[src/hdl/scfu_ram.sv]
// scfu_ram: generic single write, single read memory with registered read data.
// No dependencies.
`default_nettype none

module scfu_ram #(
  parameter int WIDTH = 8,
  parameter int DEPTH = 512,
  localparam int AW = (DEPTH > 1) ? $clog2(DEPTH) : 1
) (
  input  wire logic             clk,
  input  wire logic             we,
  input  wire logic [AW-1:0]    waddr,
  input  wire logic [WIDTH-1:0] wdata,
  input  wire logic [AW-1:0]    raddr,
  output logic      [WIDTH-1:0] rdata
);

  logic [WIDTH-1:0] mem [DEPTH];

  // write port and registered read port
  always_ff @(posedge clk) begin
    if (we) begin
      mem[waddr] <= wdata;
    end
    rdata <= mem[raddr];
  end

endmodule

`default_nettype wire

[config.mk]
export PLATFORM = sky130hd
export DESIGN_NAME = scfu_ram
export DESIGN_NICKNAME = d
export VERILOG_FILES = /design/src/hdl/scfu_ram.sv
export SDC_FILE = /design/constraint.sdc
export NUM_CORES = 2
export LEC_CHECK = 0
export ABC_AREA = 1
export ABC_CLOCK_PERIOD_IN_PS = 1600
export BUFFER_PORTS_ARGS = -buffer_cell sky130_fd_sc_hd__buf_2
export CAP_MARGIN = 15
export CELL_PAD_IN_SITES_DETAIL_PLACEMENT = 1
export CELL_PAD_IN_SITES_GLOBAL_PLACEMENT = 2
export CORE_MARGIN = 5
export CORE_UTILIZATION = 40
export CTS_CLUSTER_DIAMETER = 80
export DETAILED_ROUTE_END_ITERATION = 12
export GPL_TIMING_DRIVEN = 0
export PLACE_DENSITY_LB_ADDON = 0.1
export REMOVE_ABC_BUFFERS = 1
export SYNTH_ARGS = -nofsm -noshare
export SYNTH_HDL_FRONTEND = slang
export SYNTH_SLANG_ARGS = --single-unit
[constraint.sdc]
create_clock -name clk -period 1.6 [get_ports clk]
set_input_delay 0.08 -clock clk [delete_from_list [all_inputs] [get_ports clk]]
set_output_delay 0.08 -clock clk [all_outputs]
set_load 0.01 [all_outputs]
==> reports/summary.md <==
The number of filler instances in the final layout was 42011; the count of final hold-check violations was 109. Routed via count divided by cell count: 5.68. The clock tree root buffer cell is sky130_fd_sc_hd__clkbuf_16.

The detailed router finished its first iteration with 9266 violations. Of the cells placed in the final design, the portion with a size suffix greater than 1 is 13.3%. The most common cell after layout, fill and taps aside is sky130_fd_sc_hd__nand2_1. The peak ir drop on the vdd network is 0.00100 V, and the top-level I/O count is 36. The tool flagged a number of max-cap violations equal to 0. The buffer levels on the longest clock path is 4, and the maximum clock frequency is 0.512 GHz. Setup repair after global routing could not meet its margin everywhere. The run finished, with violations left. The sequential cells in the finished layout cover a total of 123000 µm².

In this run the worst path has a maximum fanout of 50. Number of nets with antenna violations after detailed routing: 0. The critical path required time was 2.52 ns; the largest net degree at the start of global routing was 159. The run gives 237 as the placement row count. Dividing total power by cell area gives a power density of 1210 nW/µm². Global routing used 44.2% of the available met2 tracks. The critical path data arrival time came out at 2.87 ns. The beginning of the critical path was raddr[4]. The tools report the launch instance of the worst register-to-register path as mem[273][2]$_DFFE_PP_. The first detailed-routing pass ran for 6 iterations.

TritonCTS built the clock tree. Between clock sinks in the finished design, the worst skew comes to 0.0236 ns. The wire-length estimate of the detail-placed layout is 296000 µm. met2 is the most crowded layer.

The total overflow left after global routing is 0. After synthesis the cells add up to 167000 µm². Total placed cells including tap cells: 18561. The via count of the first global-routing pass was 113002. The run gives 450 as the total CTS buffers. At the end of the flow the core is filled with cells to 47.1%.

Summed over all instances, the cell type with the most area after synthesis is sky130_fd_sc_hd__edfxtp_1. The tools report the initial antenna violation count as 28. The max-slew violation count is 0. The worst setup path is captured at a flop.

The tools report the clock sink count as 4104. The relative max-transition margin came out at 13.1%. A synthesized cell averages 12.0 µm². In the routed design, unresolved DRC markers number 0. Summing the sequential cell areas from Yosys gives 73.9% of the chip area. In this run the cell area measured after placement is 172000 µm².

The number of cells traversed by the worst register-to-register path was 10; the total die area was 430000 µm². The library cells used most frequently in the layout, excluding fill and tap cells, are sky130_fd_sc_hd__nand2_1 (4118), sky130_fd_sc_hd__edfxtp_1 (4096), sky130_fd_sc_hd__nand3_1 (3542). The routed design could run at a clock period as short as 1.95 ns.

The number of synthesis warnings was 0. The endpoint identified for the worst register-to-register timing path is rdata[2]$_DFF_P_. Count of different cell masters after synthesis: 16.

Of the available clock period, the critical path in the final layout requires 122%. The post-detailed-route wirelength per cell was 30.0 µm; the share of Yosys cell area claimed by the top area cell type was 73.8%. The most numerous cell type found on the critical path is sky130_fd_sc_hd__nand3_4. Y dimension of the die: 656 µm. Input and output buffers added on the ports amount to 35. Worst-path cell with the longest stage delay: sky130_fd_sc_hd__inv_8. Synthesis-to-layout area growth: 17.6%. Synthesis produced 13891 cells. The global routing met1 resource utilization was 36.8%. Summed over all layers, the routed wires come to 588000 µm. Worst hold slack after final layout: -0.325 ns. The logs give 67.3 nW for the leakage power and -0.26 ns for the register-to-register setup slack.

The critical path goes through buf_8 > buf_16 > inv_8 > buf_16 > nand3_2 > nand3_4 > nand3_4 > nand3_4 > nand3_4 > nand2_4. The via count is 111508, and the core area is 416000 µm². The final reports fail on hold timing, setup timing. The timing endpoint of the critical path was rdata[5]$_DFF_P_. The met3 usage in global routing came out at 3.03%.

The type of the worst min-delay path is input port to flop. The overall global routing resource usage came out at 26.5%. The clock transition at the registers of the reported paths was 0.06 ns; the depth of the CTS H-tree was 5.

The floorplan step set the die width to 656 µm. After synthesis the netlist holds a flip-flop and latch count of 4104. The worst setup path is launched from an input port. For the pin with the worst max-slew slack, the measured transition is 1.30 ns.

The run gives -0.352 ns as the slack of the critical path. Startpoint-to-endpoint class of the critical path: input port to flop. The congestion estimate from routability-driven global placement came to 0.737.

After synthesis, the cell types taking the most area are sky130_fd_sc_hd__edfxtp_1 (74%), sky130_fd_sc_hd__nand3_1 (12%), sky130_fd_sc_hd__nand2_1 (9.4%). The initial standard-cell utilization of the core came out at 40.1%. Excluding fillers, the count of instances in the completed layout stands at 19618. For the count of final setup violators, the log shows 1965.

Summing all multi-input logic gate instances after layout gives 43200 µm². The post-route standard cell area excluding fillers is 196000 µm². The later pin in the worst-skew pair is clocked with a latency of 1.00 ns.

The first-pass GRT wire length was 833000 µm. At the end of the flow, the number of nets in the layout was 13769. The stage delay of the slowest cell on the critical path came out at 0.46 ns.
-- Yosys cell counts (all sizes together) --
library cell / n
nand2: 4160
dfxtp: 8
inv: 39
nor3: 11
edfxtp: 4096
clkbuf: 184
buf: 799
nand3: 4080
nor2: 514
-- worst max-delay path, delay by kind of cell --
kind                   cells  cell delay (ns)
and+or+nand+nor            6             1.03
buffers and inverters      4             1.34
-- worst min path at each step --
stage | end | cells after the start | startpoint | slack (ns)
after floorplan | mem[0][0]$_DFFE_PP_ | 0 | wdata[0] | 0.18
after global placement | rdata[0] | 1 | rdata[0]$_DFF_P_ | 0.48
after detailed placement | rdata[3] | 1 | rdata[3]$_DFF_P_ | 0.48
after CTS | mem[398][7]$_DFFE_PP_ | 1 | wdata[7] | -0.36
after global routing | mem[398][7]$_DFFE_PP_ | 1 | wdata[7] | -0.34
final | mem[398][7]$_DFFE_PP_ | 1 | wdata[7] | -0.32
-- flip-flops by register name, summed over array words and instances, names as in the netlist --
signal,count
rdata,8
mem,4096
-- power breakdown --
group          leakage [nW]  switching (mW)  internal (mW)
registers              36.9          0.0365            118
logic                  23.6            12.9           4.91
clock network          6.86            42.7           57.6
-- cells by family after synthesis --
kind of cell	synth area share (%)
flip-flops	73.9
buffers and inverters	3.33
AND/OR/NAND/NOR	22.8
-- per-stage QoR --
stage | setup TNS, ns | worst slack (ns) | total power [mW]
floorplan | -763.73 | -8.86 | 128
global placement | - | -214.80 | 136
detailed placement | -7470.74 | -5.33 | 135
CTS | -172.02 | -0.326 | 238
global route | -203.21 | -0.286 | 244
finish | -173.68 | -0.352 | 237
-- routing by layer --
metal	up-vias	wire (µm)	share of wire, %
li1	49369	-	-
met1	58349	256000	44
met2	2976	283000	48
met3	804	29500	5.0
met4	10	19400	3.3
met5	-	67	0.011
-- final cells by class --
cell class              instances  area share, %
diodes                          8         0.0102
clock buffers                 567           6.14
clock inverters               257           1.01
inverters                      39          0.119
multi-input cells            8765           22.0
flip-flops and latches       4104           62.8
well taps                    5497           3.51
repair buffers                372           4.29
repair inverters                9         0.0402
-- timing repair --
action | 4_1_cts | 5_1_grt
endpoints found under the hold margin | 1600 | 161
hold buffers | 34 | 6
pin swaps | 186 | 58
cloned | 118 | 6
resized for setup | 814 | 338
buffers inserted | 47 | 13
setup endpoints to repair | 3851 | 2739
Note: power is estimated with default switching activity, not from simulation.
