File: config.mk
export PLATFORM = sky130hd
export DESIGN_NAME = scfu_queue
export DESIGN_NICKNAME = d
export VERILOG_FILES = /design/src/hdl/scfu_pkg.sv /design/src/hdl/scfu_queue.sv
export SDC_FILE = /design/constraint.sdc
export NUM_CORES = 1
export LEC_CHECK = 0
export ABC_AREA = 1
export BUFFER_PORTS_ARGS = -buffer_cell sky130_fd_sc_hd__buf_2
export CAP_MARGIN = 20
export CORE_AREA = 2 2 119 86
export CTS_CLUSTER_SIZE = 30
export DETAILED_ROUTE_END_ITERATION = 8
export DIE_AREA = 0 0 121 88
export PLACE_DENSITY = 0.87
export SLEW_MARGIN = 20
export SYNTH_ARGS = -nofsm -noshare
export SYNTH_HDL_FRONTEND = slang
export SYNTH_SLANG_ARGS = --single-unit
File: constraint.sdc
create_clock -name clk -period 3.3 [get_ports clk]
set_input_delay 0.66 -clock clk [delete_from_list [all_inputs] [get_ports clk]]
set_output_delay 0.66 -clock clk [all_outputs]
set_load 0.02 [all_outputs]
File: src/hdl/scfu_pkg.sv
// scfu_pkg: shared types, codes and fixed-point helpers of the sparse coefficient
// frame unpacker. Used by the queue, front, back, top level and bench; depends on nothing.
`default_nettype none

package scfu_pkg;

  // frame marker byte
  localparam logic [7:0] FRAME_MARK = 8'd42;

  // entries of the queue between front and back
  localparam int QUEUE_DEPTH = 4;

  // result kinds
  typedef enum logic [1:0] {
    KIND_COEF  = 2'd0,
    KIND_EMPTY = 2'd1,
    KIND_ERROR = 2'd2
  } kind_t;

  // configuration register indexes
  typedef enum logic [1:0] {
    REG_CHANNEL_COUNT    = 2'd0,
    REG_BYTES_PER_SAMPLE = 2'd1,
    REG_VALUES_PER_FRAME = 2'd2,
    REG_BITMAP_BYTES     = 2'd3
  } reg_index_t;

  // clamped configuration
  typedef struct packed {
    logic [4:0]  nc;
    logic [2:0]  bps;
    logic [10:0] nv;
    logic [8:0]  bb;
  } cfg_t;

  // Q8.24 scales of the current frame
  typedef struct packed {
    logic [31:0] re;
    logic [31:0] im;
  } scales_t;

  // request from front to back
  typedef struct packed {
    kind_t       kind;
    logic [31:0] raw;
    logic        last;
  } entry_t;

  // saturate a sign and magnitude to signed 32 bits
  function automatic logic [31:0] sat_q(input logic neg, input logic [33:0] mag);
    logic [31:0] res;
    if (neg) begin
      res = (mag >= 34'h0_8000_0000) ? 32'h8000_0000 : 32'(34'd0 - mag);
    end else begin
      res = (mag > 34'h0_7FFF_FFFF) ? 32'h7FFF_FFFF : mag[31:0];
    end
    return res;
  endfunction

  // float32 to Q8.24, round half away from zero, saturating
  function automatic logic [31:0] float_to_q824(input logic [31:0] f);
    logic        neg;
    logic [7:0]  e;
    logic [7:0]  sh;
    logic [7:0]  n;
    logic [33:0] m;
    logic [33:0] mag;
    logic [31:0] res;
    neg = f[31];
    e   = f[30:23];
    m   = {10'd0, 1'b1, f[22:0]};
    sh  = e - 8'd126;
    n   = 8'd126 - e;
    mag = '0;
    if (e == 8'hFF) begin
      res = (f[22:0] != 23'd0) ? 32'd0 : sat_q(neg, 34'h0_FFFF_FFFF);
    end else if (e == 8'd0) begin
      res = 32'd0;
    end else if (e >= 8'd126) begin
      if (sh > 8'd9) begin
        res = sat_q(neg, 34'h0_FFFF_FFFF);
      end else begin
        mag = m << sh[3:0];
        res = sat_q(neg, mag);
      end
    end else begin
      if (n > 8'd25) begin
        mag = '0;
      end else begin
        mag = (m + (34'd1 << (n - 8'd1))) >> n;
      end
      res = sat_q(neg, mag);
    end
    return res;
  endfunction

endpackage

`default_nettype wire

File: src/hdl/scfu_queue.sv
// scfu_queue: short request queue between the parser and the coefficient engine.
// Depends on scfu_pkg.
`default_nettype none

module scfu_queue (
  input  wire logic            clk,
  input  wire logic            rst,
  input  wire logic            push,
  input  scfu_pkg::entry_t     din,
  output logic                 full,
  input  wire logic            pop,
  output scfu_pkg::entry_t     dout,
  output logic                 empty
);

  localparam int PW = (scfu_pkg::QUEUE_DEPTH > 1) ? $clog2(scfu_pkg::QUEUE_DEPTH) : 1;

  scfu_pkg::entry_t slots [scfu_pkg::QUEUE_DEPTH];
  logic [PW-1:0] wptr;
  logic [PW-1:0] rptr;
  logic [PW:0]   fill;

  assign full  = (fill == (PW+1)'(scfu_pkg::QUEUE_DEPTH));
  assign empty = (fill == '0);
  assign dout  = slots[rptr];

  // pointers and fill level
  always_ff @(posedge clk) begin
    if (rst) begin
      wptr <= '0;
      rptr <= '0;
      fill <= '0;
    end else begin
      if (push) begin
        wptr <= (wptr == PW'(scfu_pkg::QUEUE_DEPTH - 1)) ? '0 : wptr + 1'b1;
      end
      if (pop) begin
        rptr <= (rptr == PW'(scfu_pkg::QUEUE_DEPTH - 1)) ? '0 : rptr + 1'b1;
      end
      if (push && !pop) begin
        fill <= fill + 1'b1;
      end else if (pop && !push) begin
        fill <= fill - 1'b1;
      end
    end
  end

  // storage
  always_ff @(posedge clk) begin
    if (push) begin
      slots[wptr] <= din;
    end
  end

endmodule

`default_nettype wire

==> results.sh <==
export IMPL_outcome="completed"
export IMPL_synth_top_family_by_area="compound AO/OA/AOI/OAI gates"
export IMPL_tightest_slew_ns=0.679
export IMPL_post_route_period_util=0.842
export IMPL_worstReg2RegStart="wptr[0]"
export IMPL_wl_per_cell_um=18.1
export IMPL_initial_core_util=0.595
export IMPL_cp_start_kind="flop"
export IMPL_total_power_uw=4310
export IMPL_power_frac_seq=0.509
export IMPL_synth_cells=397
export IMPL_setup_viol=0
export IMPL_timing_rr_end="slots[0][6]"
export IMPL_async_flop_share=0
export IMPL_synthSimpleGateAreaFrac=0.0627
export IMPL_drc=0
export IMPL_switching_share=0.236
export IMPL_die_y_um=88
export IMPL_cts_buffers=17
export IMPL_reg2reg_setup_slack_ns=1.24
export IMPL_drt_wl_total_mm=11.2
export IMPL_fmax_mhz=360
export IMPL_period_needed_ns=2.78
export IMPL_synth_top_cell_area_share=0.744
export IMPL_clockPowerShare=0.385
export IMPL_hp_start="din[30]"
export IMPL_rows=30
export IMPL_grt_pass1_vias=3387
export IMPL_setup_tns_ns=0
export IMPL_vias=3503
export IMPL_ys_ff_latch=149
export IMPL_syn_nets=443
export IMPL_drive_gt1_frac=0.221
export IMPL_internal_power_uw=3290
export IMPL_holdPathEnd="slots[0][30]"
export IMPL_cp_required_ns=2.64
export IMPL_min_path_cells=1
export IMPL_p_comb_frac=0.106
export IMPL_routed_via_density=5.68
export IMPL_yosys_top_cells_count="edfxtp_1, nor2_1, o21ai_0"
export IMPL_dp_hpwl_mm=6.46
export IMPL_grt_pass1_wl_mm=17.2
export IMPL_cts_root_buf="clkbuf_16"
export IMPL_synth_compound_area_share=0.106
export IMPL_cp_max_fo=70
export IMPL_grt_overflow=0
export IMPL_synthTopCellsByArea="edfxtp_1, nor2_1, o22ai_1"
export IMPL_yosysTopAreaCell="edfxtp_1"
export IMPL_synth_distinct_cells=20
export IMPL_syn_area_sq_um=5650
export IMPL_synth_xor_area_share=0.00155
export IMPL_h_tree_depth=4
export IMPL_synthAdderAreaFrac=0.0168
export IMPL_yosysSeqAreaShare=0.776
export IMPL_ys_flop_type="edfxtp_1"
export IMPL_reg2regPathDepth=5
export IMPL_synthMostInstantiatedCell="edfxtp_1"
export IMPL_clk_latency_ns=0.41
export IMPL_ant_nets=0
export IMPL_fin_skew_ns=0.00788
export IMPL_ios=76
export IMPL_switchingPower_uw=1020
export IMPL_p_per_area_nw_per_um2=652
export IMPL_ir_drop_uv=624
export IMPL_dieArea_sq_um=10600
export IMPL_numPortBuffers=75
export IMPL_rsz0062_at_grt="no"
export IMPL_grt_use_met3=0.0716
export IMPL_antenna_found_initial=1
export IMPL_fin_nets=522
export IMPL_dr_pass1_iters=6
export IMPL_fp_dieW_um=121
export IMPL_core_sq_um=9500
export IMPL_min_path_type="in -> reg"
export IMPL_power_leakage_uw=0.00238
export IMPL_grt_util_met1=0.276
export IMPL_top_usage_layer="met2"
export IMPL_grt_start_max_net_pins=71
export IMPL_cp_end_kind="output port"
export IMPL_cp_arrival_ns=2.12
export IMPL_cts_hold_buf=0
export IMPL_cts_sinks=149
export IMPL_timing_final_max_slew_violations=0
export IMPL_first_iter_violations=254
export IMPL_synth_edf_count=140
export IMPL_antenna_cells=0
export IMPL_cts_tree="done"
export IMPL_syn_area_per_cell_sq_um=14.2
export IMPL_cap_violations=0
export IMPL_syn2layout_area_growth_pct=16.9
export IMPL_path_clk_slew_ns=0.05
export IMPL_relSlewSlack=0.545
export IMPL_cts_setup_buffers=0
export IMPL_path_class="reg -> out"
export IMPL_finalHoldViolations=0
export IMPL_post_cts_resized=0
export IMPL_use_met2=0.361
export IMPL_synthMuxAreaShare=0
export IMPL_gp_congestion=0.761
export IMPL_cts_buffer_depth=2
export IMPL_grt_usage=0.222
export IMPL_yosysWarningCount=0
[critical path: stages, from the launching register on]
cell	delay, ns
dfxtp_2	0.46
inv_4	0.56
o21ai_0	0.20
o22ai_1	0.24
buf_2	0.22
[cells in the final DEF (no fill, tap or decap), types with 2 or more instances in the layout]
| cell type | n |
|---|---|
| clkbuf_16 | 17 |
| nor2_1 | 78 |
| clkbuf_8 | 2 |
| a21oi_1 | 3 |
| o21ai_1 | 34 |
| inv_1 | 10 |
| edfxtp_1 | 140 |
| buf_2 | 75 |
| clkinv_2 | 4 |
| nand2_1 | 8 |
| ha_1 | 6 |
| o21ai_0 | 39 |
| buf_4 | 5 |
| o22ai_1 | 35 |
| clkinv_1 | 4 |
| nor3_1 | 4 |
| dfxtp_1 | 8 |
| clkbuf_1 | 8 |
[state kept, by name, indices dropped and copies added, names as in the netlist, named ones only]
name,cells
rptr,2
wptr,2
slots,140
fill,3
[how the worst max path moves through the flow]
stage               slack, ns  cells past startpoint     endpoint
floorplan                1.52                      2  slots[3][0]
global placement         1.07                      4      dout[3]
detailed placement       1.00                      4      dout[3]
CTS                      0.52                      4      dout[3]
global route             0.41                      4      dout[3]
finish                   0.52                      4      dout[3]
[per-layer routing]
layer	up-vias	routed length [um]	share of wire
li1	1636	-	-
met1	1694	4650	0.42
met2	150	5490	0.49
met3	21	813	0.073
met4	2	184	0.016
met5	-	13	0.0012
[logic make-up (layout without fill, tap and decap cells)]
logic type               after synthesis  in the layout
flip-flops                           149            149
AO/OA/AOI/OAI                        111            111
AND/OR/NAND/NOR                       92             92
buffers and inverters                 37            129
adder cells (fa/ha/maj)                7              7
XOR/XNOR                               1              1
[power by group through the flow]
| stage | clock network [uW] | logic (uW) | registers, uW |
|---|---|---|---|
| final | 1660 | 456 | 2190 |
| after global routing | 1760 | 498 | 2200 |
| after CTS | 1670 | 459 | 2190 |
| after detailed placement | 0 | 456 | 2230 |
| after global placement | 0 | 440 | 2230 |
| after floorplan | 0 | 301 | 2220 |
[per-stage QoR]
step | instances | worst slack, ns | instance area [sq um] | hold WS [ns] | util
2_1_floorplan | 397 | 1.52 | 5650 | 0.490 | -
3_3_place_gp | 585 | 1.07 | 6100 | 0.508 | 0.642
3_5_place_dp | 585 | 1.00 | 6100 | 0.539 | 0.642
4_1_cts | 617 | 0.516 | 6610 | 0.444 | 0.696
5_1_grt | 617 | 0.405 | 6610 | 0.450 | 0.696
6_report | 617 | 0.522 | 6610 | 0.459 | 0.696
[layout make-up]
cell class                 count  area [sq um]
clock buffer                  27           483
clock inverter                 5          27.5
fill                         625          2890
inverter                      16          62.6
multi-input combinational    211          1060
sequential                   149          4390
tap                          128           160
timing repair buffer          81           433
(Power assumes the default switching activity.)
