===== src/hdl/scfu_pkg.sv =====
// scfu_pkg: shared types, codes and fixed-point helpers of the sparse coefficient
// frame unpacker. Used by the queue, front, back, top level and bench; depends on nothing.
`default_nettype none

package scfu_pkg;

  // frame marker byte
  localparam logic [7:0] FRAME_MARK = 8'd42;

  // entries of the queue between front and back
  localparam int QUEUE_DEPTH = 4;

  // result kinds
  typedef enum logic [1:0] {
    KIND_COEF  = 2'd0,
    KIND_EMPTY = 2'd1,
    KIND_ERROR = 2'd2
  } kind_t;

  // configuration register indexes
  typedef enum logic [1:0] {
    REG_CHANNEL_COUNT    = 2'd0,
    REG_BYTES_PER_SAMPLE = 2'd1,
    REG_VALUES_PER_FRAME = 2'd2,
    REG_BITMAP_BYTES     = 2'd3
  } reg_index_t;

  // clamped configuration
  typedef struct packed {
    logic [4:0]  nc;
    logic [2:0]  bps;
    logic [10:0] nv;
    logic [8:0]  bb;
  } cfg_t;

  // Q8.24 scales of the current frame
  typedef struct packed {
    logic [31:0] re;
    logic [31:0] im;
  } scales_t;

  // request from front to back
  typedef struct packed {
    kind_t       kind;
    logic [31:0] raw;
    logic        last;
  } entry_t;

  // saturate a sign and magnitude to signed 32 bits
  function automatic logic [31:0] sat_q(input logic neg, input logic [33:0] mag);
    logic [31:0] res;
    if (neg) begin
      res = (mag >= 34'h0_8000_0000) ? 32'h8000_0000 : 32'(34'd0 - mag);
    end else begin
      res = (mag > 34'h0_7FFF_FFFF) ? 32'h7FFF_FFFF : mag[31:0];
    end
    return res;
  endfunction

  // float32 to Q8.24, round half away from zero, saturating
  function automatic logic [31:0] float_to_q824(input logic [31:0] f);
    logic        neg;
    logic [7:0]  e;
    logic [7:0]  sh;
    logic [7:0]  n;
    logic [33:0] m;
    logic [33:0] mag;
    logic [31:0] res;
    neg = f[31];
    e   = f[30:23];
    m   = {10'd0, 1'b1, f[22:0]};
    sh  = e - 8'd126;
    n   = 8'd126 - e;
    mag = '0;
    if (e == 8'hFF) begin
      res = (f[22:0] != 23'd0) ? 32'd0 : sat_q(neg, 34'h0_FFFF_FFFF);
    end else if (e == 8'd0) begin
      res = 32'd0;
    end else if (e >= 8'd126) begin
      if (sh > 8'd9) begin
        res = sat_q(neg, 34'h0_FFFF_FFFF);
      end else begin
        mag = m << sh[3:0];
        res = sat_q(neg, mag);
      end
    end else begin
      if (n > 8'd25) begin
        mag = '0;
      end else begin
        mag = (m + (34'd1 << (n - 8'd1))) >> n;
      end
      res = sat_q(neg, mag);
    end
    return res;
  endfunction

endpackage

`default_nettype wire


===== src/hdl/scfu_if.sv =====
// scfu_in_if and scfu_out_if: valid/ready channels of the unpacker.
// Stand-alone; no package needed.
`default_nettype none


interface scfu_out_if;
  logic               valid;
  logic               ready;
  logic [1:0]         result_kind;
  logic signed [31:0] coeff_value;
  logic [9:0]         value_index;
  logic [2:0]         channel_number;
  logic               imag_part;
  logic               frame_last;

  modport source (output valid, output result_kind, output coeff_value, output value_index,
                  output channel_number, output imag_part, output frame_last, input ready);
  modport sink (input valid, input result_kind, input coeff_value, input value_index,
                input channel_number, input imag_part, input frame_last, output ready);
endinterface

`default_nettype wire


===== src/hdl/scfu_back.sv =====
// scfu_back: coefficient engine. Seeks the next present sample in the presence
// memory, scales it and holds the result register. Depends on scfu_pkg, scfu_if.
`default_nettype none

module scfu_back #(
  parameter int MAX_CHANNELS = 8,
  parameter int MAX_BITMAP_BYTES = 64,
  localparam int AW = (MAX_CHANNELS * MAX_BITMAP_BYTES > 1) ?
                      $clog2(MAX_CHANNELS * MAX_BITMAP_BYTES) : 1
) (
  input  wire logic          clk,
  input  wire logic          rst,
  input  scfu_pkg::cfg_t     cfg,
  input  scfu_pkg::scales_t  scales,
  input  wire logic          q_empty,
  input  scfu_pkg::entry_t   q_data,
  output logic               q_pop,
  output logic               idle,
  output logic [AW-1:0]      ram_raddr,
  input  wire logic [7:0]    ram_rdata,
  scfu_out_if.source         out_ch
);

  localparam int CH_W = (MAX_CHANNELS > 1) ? $clog2(MAX_CHANNELS) : 1;

  typedef enum logic [4:0] {
    B_IDLE  = 5'b00001,
    B_SEEK  = 5'b00010,
    B_CHECK = 5'b00100,
    B_MUL   = 5'b01000,
    B_OUT   = 5'b10000
  } bstate_t;

  bstate_t          state;
  scfu_pkg::entry_t ent;
  logic [9:0]       pos_i;
  logic [CH_W-1:0]  pos_ch;
  logic [9:0]       hit_i;
  logic [CH_W-1:0]  hit_ch;
  logic [63:0]      prod;

  logic               ov;
  scfu_pkg::kind_t    o_kind;
  logic signed [31:0] o_value;
  logic [9:0]         o_index;
  logic [2:0]         o_channel;
  logic               o_imag;
  logic               o_last;

  logic [5:0]  byte_sel;
  logic        in_map;
  logic        ch_wrap;
  logic [31:0] scale;
  logic [31:0] sm;
  logic [31:0] km;
  logic [63:0] rsum;
  logic [31:0] scaled;
  logic        load;

  assign idle     = (state == B_IDLE);
  assign q_pop    = (state == B_IDLE) && !q_empty;
  assign byte_sel = pos_i[9:4];
  assign in_map   = {3'd0, byte_sel} < cfg.bb;
  assign ch_wrap  = (5'(pos_ch) + 5'd1) >= cfg.nc;
  assign ram_raddr = AW'(pos_ch * MAX_BITMAP_BYTES + byte_sel);

  // sign and magnitude of sample and scale
  assign scale = hit_i[0] ? scales.im : scales.re;
  assign sm    = ent.raw[31] ? (32'd0 - ent.raw) : ent.raw;
  assign km    = scale[31] ? (32'd0 - scale) : scale;

  // rounding and saturation of the product
  assign rsum   = prod + 64'h4000_0000;
  assign scaled = scfu_pkg::sat_q(ent.raw[31] ^ scale[31], {1'b0, rsum[63:31]});

  assign load = (state == B_OUT) && (!ov || out_ch.ready);

  // seek, multiply and result sequencing
  always_ff @(posedge clk) begin
    if (rst) begin
      state  <= B_IDLE;
      pos_i  <= '0;
      pos_ch <= '0;
      hit_i  <= '0;
      hit_ch <= '0;
    end else begin
      case (state)
        B_IDLE: begin
          if (!q_empty) begin
            state <= (q_data.kind == scfu_pkg::KIND_COEF) ? B_SEEK : B_OUT;
          end
        end
        B_SEEK: begin
          if (in_map) begin
            state <= B_CHECK;
          end else if (ch_wrap) begin
            pos_ch <= '0;
            pos_i  <= pos_i + 10'd1;
          end else begin
            pos_ch <= pos_ch + 1'b1;
          end
        end
        B_CHECK: begin
          if (ram_rdata[pos_i[3:1]]) begin
            hit_i  <= pos_i;
            hit_ch <= pos_ch;
            state  <= B_MUL;
          end else begin
            state <= B_SEEK;
          end
          if (ch_wrap) begin
            pos_ch <= '0;
            pos_i  <= pos_i + 10'd1;
          end else begin
            pos_ch <= pos_ch + 1'b1;
          end
        end
        B_MUL: begin
          state <= B_OUT;
        end
        B_OUT: begin
          if (load) begin
            state <= B_IDLE;
            if (ent.last) begin
              pos_i  <= '0;
              pos_ch <= '0;
            end
          end
        end
        default: begin
          state <= B_IDLE;
        end
      endcase
    end
  end

  // request and product registers
  always_ff @(posedge clk) begin
    if (q_pop) begin
      ent <= q_data;
    end
    if (state == B_MUL) begin
      prod <= sm * km;
    end
  end

  // result register
  always_ff @(posedge clk) begin
    if (rst) begin
      ov <= 1'b0;
    end else if (load) begin
      ov <= 1'b1;
    end else if (out_ch.ready) begin
      ov <= 1'b0;
    end
  end

  always_ff @(posedge clk) begin
    if (load) begin
      o_kind <= ent.kind;
      o_last <= ent.last;
      if (ent.kind == scfu_pkg::KIND_COEF) begin
        o_value   <= scaled;
        o_index   <= hit_i;
        o_channel <= 3'(hit_ch);
        o_imag    <= hit_i[0];
      end else begin
        o_value   <= '0;
        o_index   <= '0;
        o_channel <= '0;
        o_imag    <= 1'b0;
      end
    end
  end

  assign out_ch.valid          = ov;
  assign out_ch.result_kind    = o_kind;
  assign out_ch.coeff_value    = o_value;
  assign out_ch.value_index    = o_index;
  assign out_ch.channel_number = o_channel;
  assign out_ch.imag_part      = o_imag;
  assign out_ch.frame_last     = o_last;

  // the sample count of the frame guarantees a hit before the frame runs out
  a_seek_in_frame: assert property (@(posedge clk) disable iff (rst)
    (state == B_SEEK) |-> ({1'b0, pos_i} < cfg.nv))
    else $error("seek ran beyond the frame");

  // a popped request always goes to seek or straight to the result
  a_pop_next: assert property (@(posedge clk) disable iff (rst)
    q_pop |=> ((state == B_SEEK) || (state == B_OUT)))
    else $error("popped request not taken up");

  // status results carry no coefficient
  a_status_zero: assert property (@(posedge clk) disable iff (rst)
    (ov && (o_kind != scfu_pkg::KIND_COEF)) |-> ((o_value == '0) && (o_index == '0)))
    else $error("status result with coefficient data");

endmodule

`default_nettype wire


===== src/flat_wrapper.sv =====
// flat-port wrapper written by rule: the top's interface ports become plain ports
module scfu_back_flat 
#(
  parameter int MAX_CHANNELS = 8,
  parameter int MAX_BITMAP_BYTES = 64,
  localparam int AW = (MAX_CHANNELS * MAX_BITMAP_BYTES > 1) ?
                      $clog2(MAX_CHANNELS * MAX_BITMAP_BYTES) : 1
)
  (clk, rst, cfg, scales, q_empty, q_data, q_pop, idle, ram_raddr, ram_rdata, out_ch_valid, out_ch_result_kind, out_ch_coeff_value, out_ch_value_index, out_ch_channel_number, out_ch_imag_part, out_ch_frame_last, out_ch_ready);
  scfu_out_if out_ch_i ();
  input  wire logic clk;
  input  wire logic rst;
  input  scfu_pkg::cfg_t cfg;
  input  scfu_pkg::scales_t scales;
  input  wire logic q_empty;
  input  scfu_pkg::entry_t q_data;
  output logic q_pop;
  output logic idle;
  output logic [AW-1:0] ram_raddr;
  input  wire logic [7:0] ram_rdata;
  output wire logic [$bits(out_ch_i.valid)-1:0] out_ch_valid;
  output wire logic [$bits(out_ch_i.result_kind)-1:0] out_ch_result_kind;
  output wire logic [$bits(out_ch_i.coeff_value)-1:0] out_ch_coeff_value;
  output wire logic [$bits(out_ch_i.value_index)-1:0] out_ch_value_index;
  output wire logic [$bits(out_ch_i.channel_number)-1:0] out_ch_channel_number;
  output wire logic [$bits(out_ch_i.imag_part)-1:0] out_ch_imag_part;
  output wire logic [$bits(out_ch_i.frame_last)-1:0] out_ch_frame_last;
  input wire logic [$bits(out_ch_i.ready)-1:0] out_ch_ready;
  assign out_ch_valid = out_ch_i.valid;
  assign out_ch_result_kind = out_ch_i.result_kind;
  assign out_ch_coeff_value = out_ch_i.coeff_value;
  assign out_ch_value_index = out_ch_i.value_index;
  assign out_ch_channel_number = out_ch_i.channel_number;
  assign out_ch_imag_part = out_ch_i.imag_part;
  assign out_ch_frame_last = out_ch_i.frame_last;
  assign out_ch_i.ready = out_ch_ready;
  scfu_back #(.MAX_CHANNELS(MAX_CHANNELS), .MAX_BITMAP_BYTES(MAX_BITMAP_BYTES)) u_core (.clk(clk), .rst(rst), .cfg(cfg), .scales(scales), .q_empty(q_empty), .q_data(q_data), .q_pop(q_pop), .idle(idle), .ram_raddr(ram_raddr), .ram_rdata(ram_rdata), .out_ch(out_ch_i));
endmodule

===== config.mk =====
export PLATFORM = sky130hd
export DESIGN_NAME = scfu_back_flat
export DESIGN_NICKNAME = d
export VERILOG_FILES = /design/src/hdl/scfu_pkg.sv /design/src/hdl/scfu_if.sv /design/src/hdl/scfu_back.sv /design/src/flat_wrapper.sv
export SDC_FILE = /design/constraint.sdc
export NUM_CORES = 2
export LEC_CHECK = 0
export BUFFER_PORTS_ARGS = -buffer_cell sky130_fd_sc_hd__buf_2
export CAP_MARGIN = 15
export CORE_AREA = 2 2 494 251
export DETAILED_ROUTE_END_ITERATION = 10
export DIE_AREA = 0 0 496 253
export SLEW_MARGIN = 20
export SYNTH_ARGS = -nofsm -noshare
export SYNTH_HDL_FRONTEND = slang
export SYNTH_SLANG_ARGS = --single-unit

===== constraint.sdc =====
create_clock -name clk -period 11.9 [get_ports clk]
set_clock_uncertainty 0.15 [all_clocks]
set_input_delay 1.19 -clock clk [delete_from_list [all_inputs] [get_ports clk]]
set_output_delay 1.19 -clock clk [all_outputs]
set_load 0.01 [all_outputs]

==> reports/results.txt <==
Status = finished clean
Period utilization = 0.9679
CP Capture Type = flop
Largest net degree at the start of global routing = 50
Area of the multi-input gates = 0.03388 mm^2
Root Buffer Master = clkbuf_16
Final Setup Violations = 0
Post-route minimum period = 11.52 ns
Max FO, Critical Path = 12
Sequential area share after synthesis = 0.09883
Most used cell along the critical path = fa_1
Die height = 253 um
# Max-Cap Violations = 0
Final Hold Viols = 0
H-tree depth = 4
DP Area = 0.04630 mm^2
Netlist Area Pre-Place = 0.04203 mm^2
Max incr delay on CP = 0.78 ns
Crit Path Class = flop to flop
Global-route wire length before repair = 242.2 mm
Worst path slowest cell = or4_1
Largest area contributor in the netlist = fa_1
Total Wirelength = 166.2 mm
Peak Freq = 86.82 MHz
Post-synthesis cell type count = 83
Slew headroom = 0.1952
Post-route antenna net violation count = 0
Worst EP required = 12.03 ns
Number of synthesized flops with an enable pin = 117
DRC violations left = 0
Asr flop ratio synth = 0
Number of global-route vias before repair = 35,586
Commonest register cell after synthesis = edfxtp_1
Reg clk slew, reported paths = 0.08 ns
Row count = 91
Vias per cell = 5.396
Synthesized instance count = 4,778
Clock Tree Buf Depth = 2
Core Footprint = 0.1216 mm^2
IO buf count = 185
GPL Wtd Cong = 1.049
Hold Path Class = flop to flop
Die ar. = 0.1255 mm^2
Clock sinks = 149
Clock latency on the worst-skew pair = 0.49 ns
DR iter-0 viols = 4,634
Nets = 6,274
Layout area overhead = 11.81%
IO Pins = 200
Fin area = 0.04700 mm^2
Die width = 496 um
Top cell type's share of synthesized area = 0.4263
Starting Density = 0.3456
Initial antenna violation count = 8
Drt first pass iters = 6
RSZ-0062 raised after global routing = no
Total global-route track usage = 0.2677
CTS tree = done
CP arrival = 11.65 ns
Register bit total from synthesis = 149
Sequential Area = 0.004158 mm^2
Worst-Margin Slew = 1.201 ns
Slew Viols, Final = 0
Hpwl dp = 139.2 mm
Post-Syn Nets = 6,088
Layout cells sized above 1 = 0.1077
CTS Buf Count = 17
Vias = 35,649
Synth area leaders = fa_1 (43%), inv_1 (8.8%), edfxtp_1 (8.4%)
WL/cell = 25.16 um
Fillers = 12,313
Avg Inst Size Synth = 8.797 um^2
Grt total ovfl = 0
Synthesis Warnings = 0
CP Launch Type = flop
-- cells in the final DEF (no fill, tap or decap), types with 19 or more instances in the layout --
cell type	n
nand4_1	35
nand2_1	632
nor2_1	586
edfxtp_1	117
xnor2_2	22
buf_4	207
nand3_1	51
a21oi_1	97
nand2b_1	20
xnor2_1	67
clkbuf_16	19
nor3_1	61
mux2i_1	51
o21ai_0	97
dfxtp_1	31
ha_1	276
a31oi_1	24
xor2_2	23
buf_2	185
nor4_1	29
and2_1	54
fa_1	895
inv_1	981
xor2_1	64
a21o_1	42
-- critical path, delay by kind of cell, from the launching register on --
kind,cells,cell delay (ns)
adders and majority gates,9,4.19
and+or+nand+nor,6,2.27
AOI/OAI and AO/OA,8,2.66
buffers and inverters,6,0.83
xor gates and xnor gates,1,0.70
DFF,1,0.48
-- state kept, by name, summed over array words and instances (netlist names) --
signal / count
u_core.ent: 35
u_core.hit_ch: 3
u_core.hit_i: 10
u_core.out_ch.channel_number: 3
u_core.out_ch.coeff_value: 32
u_core.out_ch.frame_last: 1
u_core.out_ch.result_kind: 2
u_core.out_ch.valid: 1
u_core.out_ch.value_index: 10
u_core.pos_ch: 3
u_core.pos_i: 10
u_core.prod: 34
u_core.state: 5
-- worst paths after layout --
kind | end | cells past startpoint | start | slack [ns]
max | u_core.prod[60] | 30 | u_core.ent[5] | 0.38
min | u_core.out_ch.frame_last | 0 | u_core.ent[0] | 0.31
max reg2reg | u_core.prod[60] | 30 | u_core.ent[5] | 0.38
min reg2reg | u_core.out_ch.frame_last | 0 | u_core.ent[0] | 0.31
-- layer usage --
metal / up-vias / routed length (um) / part of all wire / GRT usage
met3: 152 / 33000 / 0.20 / 0.1652
met5: - / 446 / 0.0027 / 0.02239
met2: 2450 / 55560 / 0.33 / 0.3068
met4: 10 / 2067 / 0.012 / 0.03804
li1: 15010 / - / - / -
met1: 18027 / 75170 / 0.45 / 0.4089
-- synthesized netlist by cell type (all sizes together), types with 11 or more instances --
master,count
inv,981
dfxtp,32
nand3,53
mux2i,53
nor3b,13
a21o,42
a21oi,97
or3,13
xor2,91
nand4,36
o21bai,15
o21ai,102
fa,895
o211ai,11
a211oi,17
o2111ai,12
nor2,587
nor3,63
nor4,31
buf,46
ha,276
nand2,632
clkbuf,185
a31oi,25
o31ai,11
or4,11
nand2b,20
and3,17
edfxtp,117
and2,55
xnor2,99
-- through the flow --
stage	instances	setup slack [ns]	util	TNS, ns	hold slack, ns
floorplan	4778	1.839	-	0	0.2762
global placement	6572	0.07849	0.3805	0	0.2876
detailed placement	6572	-0.04210	0.3808	-0.04210	0.2926
CTS	6604	0.2334	0.3860	0	0.3095
global route	6605	0.07552	0.3864	0	0.3235
finish	6606	0.3817	0.3865	0	0.3110
-- final cells by class --
type,count,share of cell area
clock buffer,20,0.01041
timing repair buffer,398,0.05532
antenna,2,0.0001065
tap,1627,0.04332
inverter,981,0.07835
multi-input combinational,3417,0.7210
sequential,149,0.08847
clock inverter,12,0.003035
-- kinds of logic (layout without fill, tap and decap cells) --
family          Yosys count  after routing  synth area share
flops                   149            149           0.09883
buf+inv                1212           1411            0.1105
compound gates          419            419           0.06540
mux                      60             60           0.01503
other cells               0              2                 0
xor+xnor                190            190           0.03977
fa+ha+maj              1171           1171            0.5085
simple gates           1577           1577            0.1620
-- timing repair --
action | CTS | global route
hold buffers | 0 | 0
endpoints found under the setup margin | 0 | 4
buffers inserted | 0 | 0
hold endpoints to repair | 0 | 0
resized for setup | 0 | 6
Power is left out: the tool's default activity adds up to more than one toggle a clock period on the data nets, which glitch-free logic cannot reach.
