==> src/hdl/scfu_pkg.sv <==
// scfu_pkg: shared types, codes and fixed-point helpers of the sparse coefficient
// frame unpacker. Used by the queue, front, back, top level and bench; depends on nothing.
`default_nettype none

package scfu_pkg;

  // frame marker byte
  localparam logic [7:0] FRAME_MARK = 8'd42;

  // entries of the queue between front and back
  localparam int QUEUE_DEPTH = 4;

  // result kinds
  typedef enum logic [1:0] {
    KIND_COEF  = 2'd0,
    KIND_EMPTY = 2'd1,
    KIND_ERROR = 2'd2
  } kind_t;

  // configuration register indexes
  typedef enum logic [1:0] {
    REG_CHANNEL_COUNT    = 2'd0,
    REG_BYTES_PER_SAMPLE = 2'd1,
    REG_VALUES_PER_FRAME = 2'd2,
    REG_BITMAP_BYTES     = 2'd3
  } reg_index_t;

  // clamped configuration
  typedef struct packed {
    logic [4:0]  nc;
    logic [2:0]  bps;
    logic [10:0] nv;
    logic [8:0]  bb;
  } cfg_t;

  // Q8.24 scales of the current frame
  typedef struct packed {
    logic [31:0] re;
    logic [31:0] im;
  } scales_t;

  // request from front to back
  typedef struct packed {
    kind_t       kind;
    logic [31:0] raw;
    logic        last;
  } entry_t;

  // saturate a sign and magnitude to signed 32 bits
  function automatic logic [31:0] sat_q(input logic neg, input logic [33:0] mag);
    logic [31:0] res;
    if (neg) begin
      res = (mag >= 34'h0_8000_0000) ? 32'h8000_0000 : 32'(34'd0 - mag);
    end else begin
      res = (mag > 34'h0_7FFF_FFFF) ? 32'h7FFF_FFFF : mag[31:0];
    end
    return res;
  endfunction

  // float32 to Q8.24, round half away from zero, saturating
  function automatic logic [31:0] float_to_q824(input logic [31:0] f);
    logic        neg;
    logic [7:0]  e;
    logic [7:0]  sh;
    logic [7:0]  n;
    logic [33:0] m;
    logic [33:0] mag;
    logic [31:0] res;
    neg = f[31];
    e   = f[30:23];
    m   = {10'd0, 1'b1, f[22:0]};
    sh  = e - 8'd126;
    n   = 8'd126 - e;
    mag = '0;
    if (e == 8'hFF) begin
      res = (f[22:0] != 23'd0) ? 32'd0 : sat_q(neg, 34'h0_FFFF_FFFF);
    end else if (e == 8'd0) begin
      res = 32'd0;
    end else if (e >= 8'd126) begin
      if (sh > 8'd9) begin
        res = sat_q(neg, 34'h0_FFFF_FFFF);
      end else begin
        mag = m << sh[3:0];
        res = sat_q(neg, mag);
      end
    end else begin
      if (n > 8'd25) begin
        mag = '0;
      end else begin
        mag = (m + (34'd1 << (n - 8'd1))) >> n;
      end
      res = sat_q(neg, mag);
    end
    return res;
  endfunction

endpackage

`default_nettype wire

==> src/hdl/scfu_if.sv <==
// scfu_in_if and scfu_out_if: valid/ready channels of the unpacker.
// Stand-alone; no package needed.
`default_nettype none

interface scfu_in_if;
  logic       valid;
  logic       ready;
  logic [7:0] stream_byte;

  modport source (output valid, output stream_byte, input ready);
  modport sink (input valid, input stream_byte, output ready);
endinterface


`default_nettype wire

==> src/hdl/scfu_front.sv <==
// scfu_front: byte parser. Takes marker, scales, bitmaps and sample bytes, writes
// the presence memory and sends requests to the queue. Depends on scfu_pkg, scfu_if.
`default_nettype none

module scfu_front #(
  parameter int MAX_CHANNELS = 8,
  parameter int MAX_BITMAP_BYTES = 64,
  localparam int AW = (MAX_CHANNELS * MAX_BITMAP_BYTES > 1) ?
                      $clog2(MAX_CHANNELS * MAX_BITMAP_BYTES) : 1
) (
  input  wire logic          clk,
  input  wire logic          rst,
  scfu_in_if.sink            in_ch,
  input  scfu_pkg::cfg_t     cfg,
  input  wire logic          drained,
  output logic               push,
  output scfu_pkg::entry_t   push_data,
  input  wire logic          full,
  output scfu_pkg::scales_t  scales,
  output logic               ram_we,
  output logic [AW-1:0]      ram_waddr,
  output logic [7:0]         ram_wdata
);

  localparam int CH_W  = (MAX_CHANNELS > 1) ? $clog2(MAX_CHANNELS) : 1;
  localparam int OFF_W = (MAX_BITMAP_BYTES > 1) ? $clog2(MAX_BITMAP_BYTES) : 1;

  typedef enum logic [3:0] {
    F_MARKER  = 4'b0001,
    F_SCALE   = 4'b0010,
    F_BITMAP  = 4'b0100,
    F_SAMPLES = 4'b1000
  } fstate_t;

  fstate_t           state;
  logic [2:0]        hcnt;
  logic [23:0]       fasm;
  logic [CH_W-1:0]   ch;
  logic [OFF_W-1:0]  off;
  logic [13:0]       count;
  logic [13:0]       remaining;
  logic [31:0]       sasm;
  logic [1:0]        sbc;

  logic        accept;
  logic [7:0]  b;
  logic [4:0]  w;
  logic [13:0] total;
  logic        last_byte;
  logic [31:0] sasm_next;
  logic        sample_done;
  logic [31:0] raw;
  logic [31:0] conv;

  assign b      = in_ch.stream_byte;
  assign in_ch.ready = !full && ((state != F_MARKER) || drained);
  assign accept = in_ch.valid && in_ch.ready;

  // samples carried by one bitmap byte
  always_comb begin
    logic [10:0] pos;
    logic [11:0] two;
    w = '0;
    for (int k = 0; k < 8; k++) begin
      pos = {8'(off), 3'(k)};
      two = {pos, 1'b0};
      if (b[k] && (two < {1'b0, cfg.nv})) begin
        w = w + (((two + 12'd1) < {1'b0, cfg.nv}) ? 5'd2 : 5'd1);
      end
    end
  end

  assign total     = count + 14'(w);
  assign last_byte = (5'(ch) == cfg.nc - 5'd1) && (9'(off) == cfg.bb - 9'd1);

  // sample assembly and left justification
  assign sasm_next   = sasm | (32'(b) << {sbc, 3'b000});
  assign sample_done = ({1'b0, sbc} + 3'd1) == cfg.bps;
  assign raw         = sasm_next << (6'd32 - {cfg.bps, 3'b000});

  assign conv = scfu_pkg::float_to_q824({b, fasm});

  // presence memory write
  assign ram_we    = accept && (state == F_BITMAP);
  assign ram_waddr = AW'(ch * MAX_BITMAP_BYTES + off);
  assign ram_wdata = b;

  // requests to the queue
  always_comb begin
    push           = 1'b0;
    push_data.kind = scfu_pkg::KIND_COEF;
    push_data.raw  = raw;
    push_data.last = 1'b0;
    case (state)
      F_MARKER: begin
        if (accept && (b != scfu_pkg::FRAME_MARK)) begin
          push           = 1'b1;
          push_data.kind = scfu_pkg::KIND_ERROR;
          push_data.raw  = '0;
        end
      end
      F_BITMAP: begin
        if (accept && last_byte && (total == '0)) begin
          push           = 1'b1;
          push_data.kind = scfu_pkg::KIND_EMPTY;
          push_data.raw  = '0;
          push_data.last = 1'b1;
        end
      end
      F_SAMPLES: begin
        if (accept && sample_done) begin
          push           = 1'b1;
          push_data.last = (remaining == 14'd1);
        end
      end
      default: begin
        push = 1'b0;
      end
    endcase
  end

  // parser state
  always_ff @(posedge clk) begin
    if (rst) begin
      state     <= F_MARKER;
      hcnt      <= '0;
      fasm      <= '0;
      scales    <= '0;
      ch        <= '0;
      off       <= '0;
      count     <= '0;
      remaining <= '0;
      sasm      <= '0;
      sbc       <= '0;
    end else if (accept) begin
      case (state)
        F_MARKER: begin
          if (b == scfu_pkg::FRAME_MARK) begin
            state <= F_SCALE;
            hcnt  <= '0;
            fasm  <= '0;
          end
        end
        F_SCALE: begin
          case (hcnt[1:0])
            2'd0: fasm[7:0]   <= b;
            2'd1: fasm[15:8]  <= b;
            2'd2: fasm[23:16] <= b;
            default: begin
              fasm <= '0;
              if (hcnt[2]) begin
                scales.im <= conv;
              end else begin
                scales.re <= conv;
              end
            end
          endcase
          hcnt <= hcnt + 3'd1;
          if (hcnt == 3'd7) begin
            state <= F_BITMAP;
            ch    <= '0;
            off   <= '0;
            count <= '0;
          end
        end
        F_BITMAP: begin
          count <= total;
          if (9'(off) == cfg.bb - 9'd1) begin
            off <= '0;
            ch  <= ch + 1'b1;
          end else begin
            off <= off + 1'b1;
          end
          if (last_byte) begin
            sasm      <= '0;
            sbc       <= '0;
            remaining <= total;
            state     <= (total == '0) ? F_MARKER : F_SAMPLES;
          end
        end
        F_SAMPLES: begin
          if (sample_done) begin
            sasm      <= '0;
            sbc       <= '0;
            remaining <= remaining - 14'd1;
            if (remaining == 14'd1) begin
              state <= F_MARKER;
            end
          end else begin
            sasm <= sasm_next;
            sbc  <= sbc + 2'd1;
          end
        end
        default: begin
          state <= F_MARKER;
        end
      endcase
    end
  end

endmodule

`default_nettype wire

==> src/flat_wrapper.sv <==
// flat-port wrapper written by rule: the top's interface ports become plain ports
module scfu_front_flat 
#(
  parameter int MAX_CHANNELS = 8,
  parameter int MAX_BITMAP_BYTES = 64,
  localparam int AW = (MAX_CHANNELS * MAX_BITMAP_BYTES > 1) ?
                      $clog2(MAX_CHANNELS * MAX_BITMAP_BYTES) : 1
)
  (clk, rst, cfg, drained, push, push_data, full, scales, ram_we, ram_waddr, ram_wdata, in_ch_valid, in_ch_stream_byte, in_ch_ready);
  scfu_in_if in_ch_i ();
  input  wire logic clk;
  input  wire logic rst;
  input  scfu_pkg::cfg_t cfg;
  input  wire logic drained;
  output logic push;
  output scfu_pkg::entry_t push_data;
  input  wire logic full;
  output scfu_pkg::scales_t scales;
  output logic ram_we;
  output logic [AW-1:0] ram_waddr;
  output logic [7:0] ram_wdata;
  input wire logic [$bits(in_ch_i.valid)-1:0] in_ch_valid;
  input wire logic [$bits(in_ch_i.stream_byte)-1:0] in_ch_stream_byte;
  output wire logic [$bits(in_ch_i.ready)-1:0] in_ch_ready;
  assign in_ch_i.valid = in_ch_valid;
  assign in_ch_i.stream_byte = in_ch_stream_byte;
  assign in_ch_ready = in_ch_i.ready;
  scfu_front #(.MAX_CHANNELS(MAX_CHANNELS), .MAX_BITMAP_BYTES(MAX_BITMAP_BYTES)) u_core (.clk(clk), .rst(rst), .in_ch(in_ch_i), .cfg(cfg), .drained(drained), .push(push), .push_data(push_data), .full(full), .scales(scales), .ram_we(ram_we), .ram_waddr(ram_waddr), .ram_wdata(ram_wdata));
endmodule
==> config.mk <==
export PLATFORM = sky130hd
export DESIGN_NAME = scfu_front_flat
export DESIGN_NICKNAME = d
export VERILOG_FILES = /design/src/hdl/scfu_pkg.sv /design/src/hdl/scfu_if.sv /design/src/hdl/scfu_front.sv /design/src/flat_wrapper.sv
export SDC_FILE = /design/constraint.sdc
export NUM_CORES = 1
export LEC_CHECK = 0
export ABC_AREA = 1
export ABC_CLOCK_PERIOD_IN_PS = 22600
export BUFFER_PORTS_ARGS = -buffer_cell sky130_fd_sc_hd__clkbuf_2
export CAP_MARGIN = 20
export CELL_PAD_IN_SITES_DETAIL_PLACEMENT = 0
export CELL_PAD_IN_SITES_GLOBAL_PLACEMENT = 1
export CORE_MARGIN = 2
export CORE_UTILIZATION = 42
export CTS_CLUSTER_SIZE = 10
export DETAILED_ROUTE_END_ITERATION = 8
export GPL_ROUTABILITY_DRIVEN = 0
export GPL_TIMING_DRIVEN = 0
export HOLD_SLACK_MARGIN = 0.1
export PLACE_DENSITY_LB_ADDON = 0.25
export SYNTH_ARGS = -nofsm -noshare
export SYNTH_HDL_FRONTEND = slang
export SYNTH_SLANG_ARGS = --single-unit
==> constraint.sdc <==
create_clock -name clk -period 22.6 [get_ports clk]
set_input_delay 4.52 -clock clk [delete_from_list [all_inputs] [get_ports clk]]
set_output_delay 4.52 -clock clk [all_outputs]
set_load 0.1 [all_outputs]
==> qor.csv <==
metric,value,unit
dpl hpwl,51300,um
final wirelength,63400,um
Critical Path AT,16.62,ns
Synth cell types,60,
Leakage,9.61,nW
Synth Instances,3005,
Syn Area/Cell,5.79,um^2
CP required,18.08,ns
Wirelength per Cell,17.0,um
post-synth top area share,19.1,%
Num CTS Buffers,17,
fin crit period,21.14,ns
Post-Route Utilization,47.7,%
Layout Cells excl Fill,3727,
FF/Latch Area,3320,um^2
Area Overhead vs Synth,11.8,%
net count after synthesis,3129,
DR vias,20600,
I/O Buffers,157,
clock slew at reported path FFs,0.06,ns
main flop type after synthesis,dfxtp_1,
Worst slew margin,36.9,%
"critical path fanouts, max",10,
CP endpoint kind,output pin,
worst vdd ir,0.0538,mV
final number of setup-violating endpoints,0,
# rows,74,
# fillers,4399,
CTS resizes,0,
Max clock buf depth,2,
Antenna Nets Post-Route,0,
skew final,0.0146,ns
register-to-register path setup slack,11.85,ns
Die Wd,208,um
Die Y,208,um
Max Cap Viol,0,
register area share after synthesis,19.1,%
Post-synth EDFFs,0,
fin nets,3306,
# H-tree levels,4,
crit path to,push_data[25],
root buf cell,clkbuf_16,
CP dominant cell by count,inv_1,
crit start category,primary input,
vias in the first global route,19600,
first-pass iteration count of the detailed router,6,
full die area,43100,um^2
HP Class,flip-flop to flip-flop,
Placed Cells,3695,
Final period util,93.6,%
actual slew at the worst max-slew pin,0.938,ns
Async SR Flop Fraction,0,%
CTS tree,done,
largest net degree at the start of global routing,17,
average vias per placed instance,5.54,
Ys Warns,0,
Setup Buffers After CTS,0,
Skew-Pair Late Insertion Delay,0.46,ns
Reg-to-Reg End,u_core.state[0]$_SDFFE_PP1P_,
GRT Util Overall,28.7,%
"Slew Viols, Final",0,
hold_buf cts,0,
IO Count,160,
Seq cells post-synth,166,
cell taking the most area after synthesis,dfxtp_1,
mapped cell area,17400,um^2
Starting Density,42.6,%
R2R cell count,49,
RSZ-0062 raised after global routing,no,
initial DRC count,1764,
endpoints failing hold,0,
Sink Count,166,
first-pass GRT wire length,101000,um
Pwr Density,44.2,nW/um^2
critical path type,primary input to output pin,
number of remaining DRC errors,0,
Ant. Diodes,0,
crit path launch,cfg[18],
global route total overflow,0,
r2r startpoint,u_core.off[4]$_SDFFE_PP0P_,
status,completed,
Core Area,40800,um^2
area of the multi-input gates,11900,um^2
share of cells above drive strength 1,10.4,%
CP max stage cell,nor4_1,
initial antenna violation count,2,
maximum clock rate,0.0473,GHz
top post-synthesis cells by area,"dfxtp_1 19%, nand2_1 15%, inv_1 8.2%",
largest incremental delay on the critical path,0.61,ns
[metrics by stage]
stage          instance area, um^2  setup TNS, ns  hold slack (ns)  total power [mW]  worst slack, ns
2_1_floorplan                17400          -5.72            0.429             0.491           -0.536
3_3_place_gp                 18900              0            0.438             0.553             1.88
3_5_place_dp                 18900              0            0.447             0.556             1.56
4_1_cts                      19500              0            0.456             0.861             1.51
5_1_grt                      19500              0            0.471             0.903            0.405
6_report                     19500              0            0.457             0.860             1.46
[power breakdown]
group	total, mW	leakage, nW	switching, mW	internal, mW
Clock	0.306	0.290	0.140	0.166
Sequential	0.292	1.34	0.0000776	0.292
Combinational	0.262	7.98	0.193	0.0695
Total	0.860	9.61	0.333	0.528
[state kept, by name (all words and copies together) (netlist names)]
| register | cells |
|---|---|
| u_core.count | 14 |
| u_core.ch | 3 |
| u_core.fasm | 24 |
| u_core.state | 4 |
| u_core.off | 6 |
| u_core.scales | 64 |
| u_core.sbc | 2 |
| u_core.hcnt | 3 |
| u_core.sasm | 32 |
| u_core.remaining | 14 |
[cells by family (layout without fill, tap and decap cells)]
family	after synthesis	count (layout)	synth area share, %
AO/OA/AOI/OAI	571	571	18.6
flip-flops	166	166	19.1
adder cells (fa/ha/maj)	83	83	6.35
AND/OR/NAND/NOR	1549	1549	39.3
XOR/XNOR	64	64	3.26
buffers and inverters	561	751	12.7
multiplexers	11	11	0.632
[how the worst min path moves through the flow]
stage          cells after the start  slack, ns                           end                         start
2_1_floorplan                      2       0.43  u_core.sasm[10]$_SDFFE_PP0P_  u_core.sasm[10]$_SDFFE_PP0P_
3_3_place_gp                       2       0.44  u_core.sasm[24]$_SDFFE_PP0P_  u_core.sasm[24]$_SDFFE_PP0P_
3_5_place_dp                       2       0.45  u_core.sasm[27]$_SDFFE_PP0P_  u_core.sasm[27]$_SDFFE_PP0P_
4_1_cts                            2       0.46  u_core.sasm[15]$_SDFFE_PP0P_  u_core.sasm[15]$_SDFFE_PP0P_
5_1_grt                            2       0.47  u_core.sasm[17]$_SDFFE_PP0P_  u_core.sasm[17]$_SDFFE_PP0P_
6_report                           2       0.46  u_core.sasm[31]$_SDFFE_PP0P_  u_core.sasm[31]$_SDFFE_PP0P_
[synth_stat cells, types with 14 or more instances]
cell	instances
nand2_1	700
dfxtp_1	166
o21ai_1	18
o31ai_1	19
nor4_1	15
xor2_1	44
nand4_1	75
o211ai_1	20
a211oi_1	24
nand3_2	14
nand2_2	15
clkbuf_1	93
buf_2	37
buf_1	17
nor3_1	45
xnor2_1	19
nand3_1	269
nor2_1	349
o21ai_0	211
o22ai_1	18
inv_1	380
nor2_2	14
ha_1	74
a31oi_1	19
a21oi_1	194
[worst max-delay path, delay by kind of cell]
family,cells,cell delay [ns]
AO/OA/AOI/OAI,10,2.82
XOR/XNOR,1,0.18
adder cells (fa/ha/maj),10,4.19
buffers and inverters,15,1.99
AND/OR/NAND/NOR,18,2.91
[area by class of cell]
type	count	share of cell area, %
Clock inverter	15	0.861
Multi-Input combinational cell	2278	61.0
Clock buffer	17	2.19
Tap cell	532	3.42
Buffer	162	3.71
Timing Repair Buffer	158	4.08
Inverter	399	7.69
Sequential cell	166	17.1
[cell usage in the layout (no fill, tap or decap), drive strengths merged, types with 4 or more instances in the layout]
| master | instances |
|---|---|
| a22oi | 4 |
| a211oi | 24 |
| o21bai | 4 |
| o32ai | 6 |
| xor2 | 44 |
| nor3 | 51 |
| o22ai | 18 |
| nor2 | 368 |
| a21oi | 194 |
| o211ai | 20 |
| o21ai | 232 |
| nor4 | 15 |
| a31oi | 19 |
| nand2 | 718 |
| mux2i | 11 |
| inv | 400 |
| dfxtp | 166 |
| o31ai | 19 |
| clkinv | 10 |
| fa | 9 |
| xnor2 | 20 |
| or2 | 10 |
| ha | 74 |
| a2111oi | 11 |
| nand3b | 14 |
| buf | 70 |
| nand3 | 285 |
| nand4 | 76 |
| clkbuf | 267 |
[layer usage]
layer | wire length, um | vias to the layer above | track usage, %
met1 | 27200 | 9531 | 36.0
li1 | - | 10300 | -
met5 | 14 | - | 0
met3 | 3920 | 140 | 3.92
met2 | 29900 | 713 | 49.1
met4 | 2410 | 2 | 12.5
(Power assumes the default switching activity.)
